--- config.mk ---
export PLATFORM = sky130hd
export DESIGN_NAME = fm_phase_difference_demodulator
export DESIGN_NICKNAME = d
export VERILOG_FILES = /design/src/sv/fpd_pkg.sv /design/src/sv/fpd_cordic.sv /design/src/sv/fm_phase_difference_demodulator.sv
export VERILOG_INCLUDE_DIRS = /design/src /design/src/sv
export SDC_FILE = /design/constraint.sdc
export NUM_CORES = 1
export LEC_CHECK = 0
export BUFFER_PORTS_ARGS = -buffer_cell sky130_fd_sc_hd__buf_2
export CAP_MARGIN = 15
export CORE_UTILIZATION = 40
export CTS_BUF_LIST = sky130_fd_sc_hd__clkbuf_8
export DETAILED_ROUTE_END_ITERATION = 8
export GPL_TIMING_DRIVEN = 0
export PLACE_DENSITY = 0.6
export SLEW_MARGIN = 20
export SYNTH_ARGS = -nofsm -noshare
export SYNTH_HDL_FRONTEND = slang
export SYNTH_SLANG_ARGS = --single-unit
--- constraint.sdc ---
create_clock -name clock -period 19.2 [get_ports clock]
set_clock_uncertainty 0.1 [all_clocks]
set_input_delay 3.84 -clock clock [delete_from_list [all_inputs] [get_ports clock]]
set_output_delay 3.84 -clock clock [all_outputs]
set_load 0.02 [all_outputs]
--- src/sv/assert_macros.svh ---
// Assertion macros for the blocks that check their own behavior.
`ifndef ASSERT_MACROS_SVH
`define ASSERT_MACROS_SVH

// Antecedent in this cycle implies the consequent in the same cycle.
`define FPD_ASSERT_NOW(label, ante, cons, msg) \
   label: assert property (@(posedge clock) disable iff (reset) (ante) |-> (cons)) \
      else $error(msg);

// Antecedent in this cycle implies the consequent in the next cycle.
`define FPD_ASSERT_NEXT(label, ante, cons, msg) \
   label: assert property (@(posedge clock) disable iff (reset) (ante) |=> (cons)) \
      else $error(msg);

`endif

--- src/sv/fpd_pkg.sv ---
// Constants, types and the arctangent table of the FM phase-difference demodulator.
package fpd_pkg;

   localparam int SAMPLE_WIDTH   = 16;
   localparam int ANGLE_WIDTH    = 16;
   localparam int CORDIC_STEPS   = 16;
   localparam int PHASE_WIDTH    = 16;
   localparam int ACC_WIDTH      = 32;
   localparam int PRESCALE_SHIFT = 16;
   // Four guard bits cover the sign, the negation of the most negative sample
   // and the CORDIC gain of about 1.65 on a vector of length up to sqrt(2).
   localparam int DATA_WIDTH     = SAMPLE_WIDTH + PRESCALE_SHIFT + 4;
   localparam int STEP_WIDTH     = (CORDIC_STEPS > 1) ? $clog2(CORDIC_STEPS) : 1;
   localparam int TABLE_WIDTH    = 5;

   localparam logic [ACC_WIDTH-1:0] ACC_PI = {1'b1, {(ACC_WIDTH-1){1'b0}}};

   typedef enum logic [1:0] {
      CS_IDLE,
      CS_ITER,
      CS_DONE
   } cordic_state_type;

   typedef struct packed {
      logic start;
      logic ack;
   } cordic_ctrl_type;

   typedef struct packed {
      logic idle;
      logic done;
   } cordic_stat_type;

   // atan(2^-k) in units where 2^32 is one full turn, rounded to nearest.
   function automatic logic [ACC_WIDTH-1:0] atan_turn(input logic [TABLE_WIDTH-1:0] k);
      logic [ACC_WIDTH-1:0] v;
      case (k)
         5'd0:    v = 32'h20000000;
         5'd1:    v = 32'h12E4051E;
         5'd2:    v = 32'h09FB385B;
         5'd3:    v = 32'h051111D4;
         5'd4:    v = 32'h028B0D43;
         5'd5:    v = 32'h0145D7E1;
         5'd6:    v = 32'h00A2F61E;
         5'd7:    v = 32'h00517C55;
         5'd8:    v = 32'h0028BE53;
         5'd9:    v = 32'h00145F2F;
         5'd10:   v = 32'h000A2F98;
         5'd11:   v = 32'h000517CC;
         5'd12:   v = 32'h00028BE6;
         5'd13:   v = 32'h000145F3;
         5'd14:   v = 32'h0000A2FA;
         5'd15:   v = 32'h0000517D;
         5'd16:   v = 32'h000028BE;
         5'd17:   v = 32'h0000145F;
         5'd18:   v = 32'h00000A30;
         5'd19:   v = 32'h00000518;
         5'd20:   v = 32'h0000028C;
         5'd21:   v = 32'h00000146;
         5'd22:   v = 32'h000000A3;
         5'd23:   v = 32'h00000051;
         5'd24:   v = 32'h00000029;
         5'd25:   v = 32'h00000014;
         5'd26:   v = 32'h0000000A;
         5'd27:   v = 32'h00000005;
         5'd28:   v = 32'h00000003;
         5'd29:   v = 32'h00000001;
         5'd30:   v = 32'h00000001;
         default: v = 32'h00000000;
      endcase
      return v;
   endfunction

endpackage

--- src/sv/fpd_cordic.sv ---
// Iterative vectoring CORDIC that finds the binary-angle phase of one sample.
module fpd_cordic
   import fpd_pkg::*;
(
   input  logic                           clock,
   input  logic                           reset,
   input  cordic_ctrl_type                ctrl,
   input  logic signed [SAMPLE_WIDTH-1:0] in_x,
   input  logic signed [SAMPLE_WIDTH-1:0] in_y,
   output cordic_stat_type                stat,
   output logic [ANGLE_WIDTH-1:0]         phase
);

   localparam logic [STEP_WIDTH-1:0] LAST_STEP = STEP_WIDTH'(CORDIC_STEPS - 1);
   localparam logic [ACC_WIDTH-1:0]  ROUND_INC =
      (ANGLE_WIDTH >= ACC_WIDTH) ? '0 : (ACC_WIDTH'(1) << (ACC_WIDTH - 1 - ANGLE_WIDTH));

   cordic_state_type              state_ff, state_in;
   logic [STEP_WIDTH-1:0]         step_ff, step_in;
   logic signed [DATA_WIDTH-1:0]  x_ff, x_in;
   logic signed [DATA_WIDTH-1:0]  y_ff, y_in;
   logic [ACC_WIDTH-1:0]          z_ff, z_in;

   logic signed [DATA_WIDTH-1:0]  x_start, y_start, x_shift, y_shift;
   logic [ACC_WIDTH-1:0]          step_angle, z_round;
   logic                          y_pos, y_neg;

   assign x_start    = DATA_WIDTH'(in_x) <<< PRESCALE_SHIFT;
   assign y_start    = DATA_WIDTH'(in_y) <<< PRESCALE_SHIFT;
   assign x_shift    = x_ff >>> step_ff;
   assign y_shift    = y_ff >>> step_ff;
   assign step_angle = atan_turn(TABLE_WIDTH'(step_ff));
   assign y_neg      = y_ff[DATA_WIDTH-1];
   assign y_pos      = !y_neg && (y_ff != '0);

   always_ff @(posedge clock) begin
      if (reset) begin
         state_ff <= CS_IDLE;
         step_ff  <= '0;
      end else begin
         state_ff <= state_in;
         step_ff  <= step_in;
      end
   end

   always_ff @(posedge clock) begin
      x_ff <= x_in;
      y_ff <= y_in;
      z_ff <= z_in;
   end

   always_comb begin
      state_in = state_ff;
      step_in  = step_ff;
      x_in     = x_ff;
      y_in     = y_ff;
      z_in     = z_ff;
      unique case (state_ff)
         CS_IDLE: begin
            if (ctrl.start) begin
               // Left half plane: rotate by pi first so the vector has x >= 0.
               if (x_start[DATA_WIDTH-1]) begin
                  x_in = -x_start;
                  y_in = -y_start;
                  z_in = ACC_PI;
               end else begin
                  x_in = x_start;
                  y_in = y_start;
                  z_in = '0;
               end
               step_in  = '0;
               state_in = CS_ITER;
            end
         end
         CS_ITER: begin
            if (y_pos) begin
               x_in = x_ff + y_shift;
               y_in = y_ff - x_shift;
               z_in = z_ff + step_angle;
            end else if (y_neg) begin
               x_in = x_ff - y_shift;
               y_in = y_ff + x_shift;
               z_in = z_ff - step_angle;
            end
            if (step_ff == LAST_STEP) begin
               state_in = CS_DONE;
            end else begin
               step_in = step_ff + 1'b1;
            end
         end
         CS_DONE: begin
            if (ctrl.ack) begin
               state_in = CS_IDLE;
            end
         end
         default: begin
            state_in = CS_IDLE;
         end
      endcase
   end

   // Round the full-turn accumulator to the output angle width, half up.
   assign z_round   = z_ff + ROUND_INC;
   assign phase     = z_round[ACC_WIDTH-1 -: ANGLE_WIDTH];
   assign stat.idle = (state_ff == CS_IDLE);
   assign stat.done = (state_ff == CS_DONE);

endmodule

--- src/sv/fm_phase_difference_demodulator.sv ---
// Top level of the FM phase-difference demodulator: handshakes, phase memory and output beat.
// A result beat is registered once the CORDIC has loaded its input beat, run its 16
// iterative steps and handed the phase off. A new input beat is taken only when the
// CORDIC is idle again after that hand-off; a stalled result beat delays the next hand-off.
// Reset (synchronous, active high) empties the output, idles the CORDIC and forgets
// the previous phase, so the first sample afterwards only loads the phase.
`include "assert_macros.svh"

module fm_phase_difference_demodulator
   import fpd_pkg::*;
(
   input  logic                           clock,
   input  logic                           reset,
   input  logic signed [SAMPLE_WIDTH-1:0] req_i_sample,
   input  logic signed [SAMPLE_WIDTH-1:0] req_q_sample,
   input  logic                           req_block_start,
   input  logic                           req_valid,
   output logic                           req_ready,
   output logic signed [PHASE_WIDTH-1:0]  rsp_phase_step,
   output logic                           rsp_valid,
   input  logic                           rsp_ready
);

   cordic_ctrl_type          cordic_ctl;
   cordic_stat_type          cordic_st;
   logic [ANGLE_WIDTH-1:0]   cur_phase;

   logic                     start_ff, start_in;
   logic                     have_last_ff, have_last_in;
   logic [ANGLE_WIDTH-1:0]   last_phase_ff, last_phase_in;
   logic                     rsp_valid_ff, rsp_valid_in;
   logic [PHASE_WIDTH-1:0]   rsp_phase_step_ff, rsp_phase_step_in;

   logic                     no_result;
   logic                     slot_free;
   logic                     emit;
   logic [ANGLE_WIDTH-1:0]   phase_diff;

   // The CORDIC runs one sample at a time; its idle state is the only time a
   // new sample can be taken.
   fpd_cordic u_cordic (
      .clock (clock),
      .reset (reset),
      .ctrl  (cordic_ctl),
      .in_x  (req_i_sample),
      .in_y  (req_q_sample),
      .stat  (cordic_st),
      .phase (cur_phase)
   );

   assign req_ready        = cordic_st.idle;
   assign cordic_ctl.start = req_valid && req_ready;

   // A block start, or no phase held yet, only loads the phase. Otherwise the
   // finished phase waits in the CORDIC until the output register can take it.
   assign no_result      = start_ff || !have_last_ff;
   assign slot_free      = !rsp_valid_ff || rsp_ready;
   assign cordic_ctl.ack = cordic_st.done && (no_result || slot_free);
   assign emit           = cordic_ctl.ack && !no_result;

   // Binary-angle subtraction wraps modulo one turn into [-pi, pi) by itself.
   assign phase_diff = cur_phase - last_phase_ff;

   always_comb begin
      start_in          = cordic_ctl.start ? req_block_start : start_ff;
      have_last_in      = have_last_ff || cordic_ctl.ack;
      last_phase_in     = cordic_ctl.ack ? cur_phase : last_phase_ff;
      rsp_phase_step_in = emit ? PHASE_WIDTH'(phase_diff) : rsp_phase_step_ff;
      if (emit) begin
         rsp_valid_in = 1'b1;
      end else if (rsp_ready) begin
         rsp_valid_in = 1'b0;
      end else begin
         rsp_valid_in = rsp_valid_ff;
      end
   end

   always_ff @(posedge clock) begin
      if (reset) begin
         have_last_ff  <= 1'b0;
         last_phase_ff <= '0;
         rsp_valid_ff  <= 1'b0;
      end else begin
         have_last_ff  <= have_last_in;
         last_phase_ff <= last_phase_in;
         rsp_valid_ff  <= rsp_valid_in;
      end
   end

   always_ff @(posedge clock) begin
      start_ff          <= start_in;
      rsp_phase_step_ff <= rsp_phase_step_in;
   end

   assign rsp_valid      = rsp_valid_ff;
   assign rsp_phase_step = rsp_phase_step_ff;

   // An accepted sample keeps the block busy in the following cycle.
   `FPD_ASSERT_NEXT(a_busy_after_accept, req_valid && req_ready, !req_ready, "ready after accept")
   // A new result beat only comes from a finished CORDIC run.
   `FPD_ASSERT_NOW(a_result_from_done, $rose(rsp_valid_ff), $past(cordic_st.done), "no CORDIC")
   // Once a phase is held it stays held until reset.
   `FPD_ASSERT_NEXT(a_have_last_sticky, have_last_ff, have_last_ff, "previous phase lost")

endmodule
; After elaboration in Yosys (flattened, before gate mapping)
; Memories as Yosys holds them, arrays and structs flattened. A register that Yosys moved wholly into a read port is not among the register bits.
; Index checks and enable logic that the tools add are counted.
[totals]
mem_bits_ro = 480
ff_bits = 145
inputBits = 37
output_inout_bits = 18
wordCells = 79
n_memories = 1
[mem_list]
columns = name, depth, word_bits, read_ports, rd_clocked_by_memory_dff, wr, line_no
row1 = (name not given), 16, 30, 1, 1, 0, fpd_pkg.sv:37  ; case (k)
[classes]
n_addsub = 11
n_shift = 2
n_reduce_logical = 20
eq_ne = 8
mux = 26
[ops]
columns = operator, n
row1 = $mux W36, 8
row2 = $pmux W36 S2, 2
row3 = $mux W32, 4
row4 = $add A36 B36 Y36, 2
row5 = $neg A32 Y36, 2
row6 = $sshr A36 B4 Y36, 2
row7 = $sub A36 B36 Y36, 2
row8 = $pmux W32 S2, 1
row9 = $reduce_bool A36 Y1, 1
row10 = $add A32 B16 Y32 const B, 1
row11 = $add A32 B32 Y32, 1
row12 = $sub A32 B32 Y32, 1
row13 = $mux W4, 4
row14 = $sub A16 B16 Y16, 1
row15 = $reduce_and A3 Y1, 3
row16 = $pmux W4 S2, 1
row17 = $mux W2, 3
row18 = $pmux W2 S3, 1
row19 = $add A4 B1 Y4 const B, 1
row20 = $eq A4 B4 Y1 const B, 1
row21 = $logic_and A1 B1 Y1, 4
row22 = $logic_not A1 Y1, 4
row23 = $logic_or A1 B1 Y1, 4
row24 = $ne A2 B1 Y1 const B, 2
row25 = 8 further kinds, 11

; Longest topological paths before layout
[depth]
ltp_word = 6
ltp_mapped = 30
depth_no_buf = 24

; Hierarchy
; Synthesis repeated with hierarchy kept, for this count alone.
[hier_totals]
hier_cells = 2453
hier_area_um2 = 20191.9
[by_module_without_submodules]
columns = mod, cells_per_inst, instances, seq_area_each_um2, area_per_inst_um2
row1 = fpd_cordic, 2253, 1, 3843.7, 18331.3
row2 = fm_phase_difference_demodulator, 200, 1, 870.8, 1860.5

; Worst setup path before layout
; No wires, ideal clock.
[synth_path]
kind = input -> register
startpoint = in req_valid
endpoint = reg u_cordic.x_ff[0], enable pin
arrival_time_ns = 6.122
t_required_ns = 18.635
n_path_buf = 0
setup_time_ns = 0.465
stages = 2
setup_slack_ns = 12.513
cell_sequence = nand2_1 nand2_1
[synth_between]
elab_chain_cells = 3
[synth_lines]
columns = item, line_no
row1 = from (decl), fm_phase_difference_demodulator.sv:17  ; input logic req_valid,
row2 = $logic_and A1 B1 Y1, fm_phase_difference_demodulator.sv:52  ; assign cordic_ctl.start = req_valid && req_ready;
row3 = $ne A2 B1 Y1 (no line), n/a
row4 = $reduce_and A3 Y1 (no line), n/a
row5 = to (signal assigned), fpd_cordic.sv:47  ; x_ff <= x_in;
row6 = to (decl), fpd_cordic.sv:20  ; logic signed [DATA_WIDTH-1:0] x_ff, x_in;
; No other way between the ends.
; A chain may end at the register's enable or synchronous reset.

; Worst setup path after layout
[layout_path]
startpoint = reg u_cordic.step_ff[0]
endpoint = reg u_cordic.x_ff[35], data pin
[layout_between]
elab_chain_cells = 5
elab_cells_between_ends = 6
cone_classes = add/sub (2) / shift (1) / mux (3)
[layout_lines]
columns = item, line_no
row1 = from (decl), fpd_cordic.sv:19  ; logic [STEP_WIDTH-1:0] step_ff, step_in;
row2 = from (signal assigned), fpd_cordic.sv:42  ; step_ff <= step_in;
row3 = $sshr A36 B4 Y36 *, fpd_cordic.sv:31  ; assign y_shift = y_ff >>> step_ff;
row4 = $sub A36 B36 Y36, fpd_cordic.sv:81  ; x_in = x_ff - y_shift;
row5 = $mux W36, fpd_cordic.sv:80  ; end else if (y_neg) begin
row6 = $mux W36 *, fpd_cordic.sv:76  ; if (y_pos) begin
row7 = $pmux W36 S2 *, fpd_cordic.sv:58  ; unique case (state_ff)
row8 = via u_cordic.x_in[35], fpd_cordic.sv:20
; Mark *: on every way through the listed nets, which the timed path passes. The rest lies on a longest branch. The select of a mux whose other input is x is not followed.

==> flow_metrics.py <==
metrics = {
    "outcome": {
        "status": "completed",
    },
    "timing": {
        "fin_crit_ns": 8.80,
        "slew_headroom_pct": 20.4,
        "finalSetupTns_ns": 0,
        "hold_violations": 0,
        "tightest_slew_ns": 1.19,
        "setup_viol": 0,
        "rsz0062_at_grt": "no",
        "period_share_pct": 45.9,
        "slew_violations": 0,
        "fmax_mhz": 114,
    },
    "synth": {
        "syn-cell-area_mm2": 0.0202,
        "synth.distinct_cells": 79,
        "ys_seq_area_share_pct": 23.3,
        "syn_nets": 2695,
        "yosysWarnings": 0,
        "synth_edf_count": 121,
        "syn_inst": 2487,
        "avgSynthCellArea_um2": 8.13,
        "async_reset_ff_share_pct": 0,
        "ys.flop_type": "edfxtp_1",
        "ys_ff_latch": 175,
    },
    "setup_path": {
        "critPathArrivalTime_ns": 9.03,
        "crit_required_ns": 19.43,
        "crit_slowest_cell": "buf_1",
        "path_class": "flop to flop",
        "cp-end-kind": "flop",
        "startpoint_type": "flop",
        "crit_fanout": 10,
        "slowest_delay_ns": 0.68,
    },
    "die": {
        "core_area_mm2": 0.0500,
        "fp.dieH_um": 227,
        "fp.dieW_um": 227,
        "num_io_pins": 55,
        "row_count": 82,
        "die-area_mm2": 0.0514,
        "initial_utilization_pct": 40.5,
    },
    "clock_network": {
        "insertion_delay_ns": 0.60,
        "root_buffer": "clkbuf_8",
        "cts_tree": "built",
        "cts_made_buffers": 17,
        "cts_hold_buffers": 0,
        "clockBufferDepth": 2,
        "cts_resized": 0,
        "postCtsSetupRepairBufs": 0,
        "clock-sinks": 175,
        "clk_pin_slew_ns": 0.12,
        "htreeDepth": 4,
    },
    "run": {
        "cap_violations": 0,
    },
    "detailed_routing": {
        "drt-initial-drc-count": 1760,
        "avgRoutedWirePerCell_um": 21.7,
        "vias": 19400,
        "drt-vias-per-instance": 5.98,
        "routed_wl_um": 70400,
        "detail-route-antenna-nets": 0,
        "drc": 0,
        "first_pass_iters": 5,
    },
    "finish": {
        "final_nets": 2770,
        "fin_cells": 3248,
        "utilization_pct": 43.6,
        "fillers": 5086,
        "drive_gt1_share_pct": 7.42,
        "area_delta_synth_final_pct": 7.87,
    },
    "placement": {
        "dp_hpwl_um": 55400,
        "place_inst": 3215,
        "place_congestion": 0.991,
        "io_buffers": 53,
    },
    "global_route": {
        "grt_max_degree": 45,
        "grt_pass1_wl_um": 107000,
        "overflow": 0,
        "grt_antenna_before_repair": 4,
        "globalRouteTotalUtil_pct": 27.6,
        "grt_pass1_vias": 18500,
    },
    "worst_hold_path": {
        "hp-class": "flop to flop",
    },
    "power": {
        "power.leakage_nw": 8.78,
        "p_per_area_mw_per_mm2": 147,
        "ir_drop_mv": 0.0571,
    },
}
-- metrics by stage --
| step | hold WS, ns | setup slack, ns | cell area [um^2] | power [mW] |
|---|---|---|---|---|
| after CTS | 0.386 | 10.48 | 21800 | 3.18 |
| final | 0.382 | 10.40 | 21800 | 3.21 |
| after global placement | 0.359 | 10.30 | 21300 | 2.84 |
| after global routing | 0.413 | 9.80 | 21800 | 3.47 |
| after detailed placement | 0.368 | 10.50 | 21400 | 2.87 |
| after floorplan | 0.348 | 12.51 | 20200 | 2.32 |
-- cells by family after synthesis --
family | after synthesis | share of synthesized area [%]
buffers and inverters | 267 | 5.08
flip-flops | 175 | 23.3
adder cells (fa/ha/maj) | 171 | 10.8
AND/OR/NAND/NOR | 825 | 19.0
multiplexers | 141 | 10.9
AO/OA/AOI/OAI | 688 | 21.4
XOR/XNOR | 220 | 9.53
-- power breakdown --
part / switching, mW / internal [mW]
combinational: 1.35 / 0.922
sequential: 0.121 / 0.519
clock: 0.171 / 0.123
-- worst max-delay path, delay by kind of cell (launching register included) --
kind | cells | cell delay (ns)
fa+ha+maj | 2 | 0.46
simple gates | 7 | 1.62
compound gates | 8 | 1.56
xor+xnor | 2 | 0.38
buf+inv | 10 | 4.07
flops | 1 | 0.35
-- routing by layer --
metal / track usage [%] / vias up / share of wire (%)
met3: 4.87 / 133 / 6.5
met4: 12.7 / 0 / 4.5
met1: 33.8 / 9355 / 42
li1: - / 9193 / -
met2: 46.6 / 735 / 47
met5: 0 / - / 0
-- layout by cell type, fill, tap and decap left out, types with 54 or more instances in the layout --
cell	Yosys	layout
o21ai_0	161	161
a21oi_1	218	218
nand2_1	253	252
buf_2	4	57
dfxtp_1	54	54
xor2_1	83	83
nand3_1	58	58
nor2_1	247	247
clkbuf_1	94	92
edfxtp_1	121	121
mux2i_1	62	62
ha_1	166	166
xnor2_1	137	137
inv_1	135	135
-- registers in the layout, summed over array words and instances (netlist names) --
register	count
have_last_ff	1
u_cordic.step_ff	4
rsp_phase_step	16
rsp_valid	1
last_phase_ff	16
u_cordic.state_ff	2
start_ff	1
u_cordic.z_ff	32
u_cordic.x_ff	36
u_cordic.y_ff	36
u_cordic.step_angle	30
-- Yosys cell counts, types with 58 or more instances --
cell      number  area (um^2)
nand2_1      253          950
nor2_1       247          927
a21oi_1      218         1090
ha_1         166         2080
o21ai_0      161          806
xnor2_1      137         1200
inv_1        135          507
edfxtp_1     121         3630
clkbuf_1      94          353
xor2_1        83          727
mux2i_1       62          621
nand3_1       58          290
-- layout make-up --
type	instances	area (um^2)	area share [%]
sequential	175	4710	21.6
multi-input combinational	2045	14500	66.4
antenna	1	2.50	0.0115
clock inverter	14	164	0.752
buffer	128	507	2.32
clock buffer	18	248	1.14
timing repair buffer	56	320	1.47
inverter	139	522	2.39
tap	672	841	3.86
-- worst paths after layout --
kind,startpoint,to,slack [ns],cells past startpoint
setup / recovery,u_cordic.step_ff[0]$_SDFFE_PP0P_,u_cordic.x_ff[35]$_DFFE_PP_,10.40,29
hold / removal,last_phase_ff[10]$_SDFFE_PP0P_,last_phase_ff[10]$_SDFFE_PP0P_,0.38,2
setup reg to reg,u_cordic.step_ff[0]$_SDFFE_PP0P_,u_cordic.x_ff[35]$_DFFE_PP_,10.40,29
hold reg to reg,last_phase_ff[10]$_SDFFE_PP0P_,last_phase_ff[10]$_SDFFE_PP0P_,0.38,2
(Power assumes the default switching activity.)
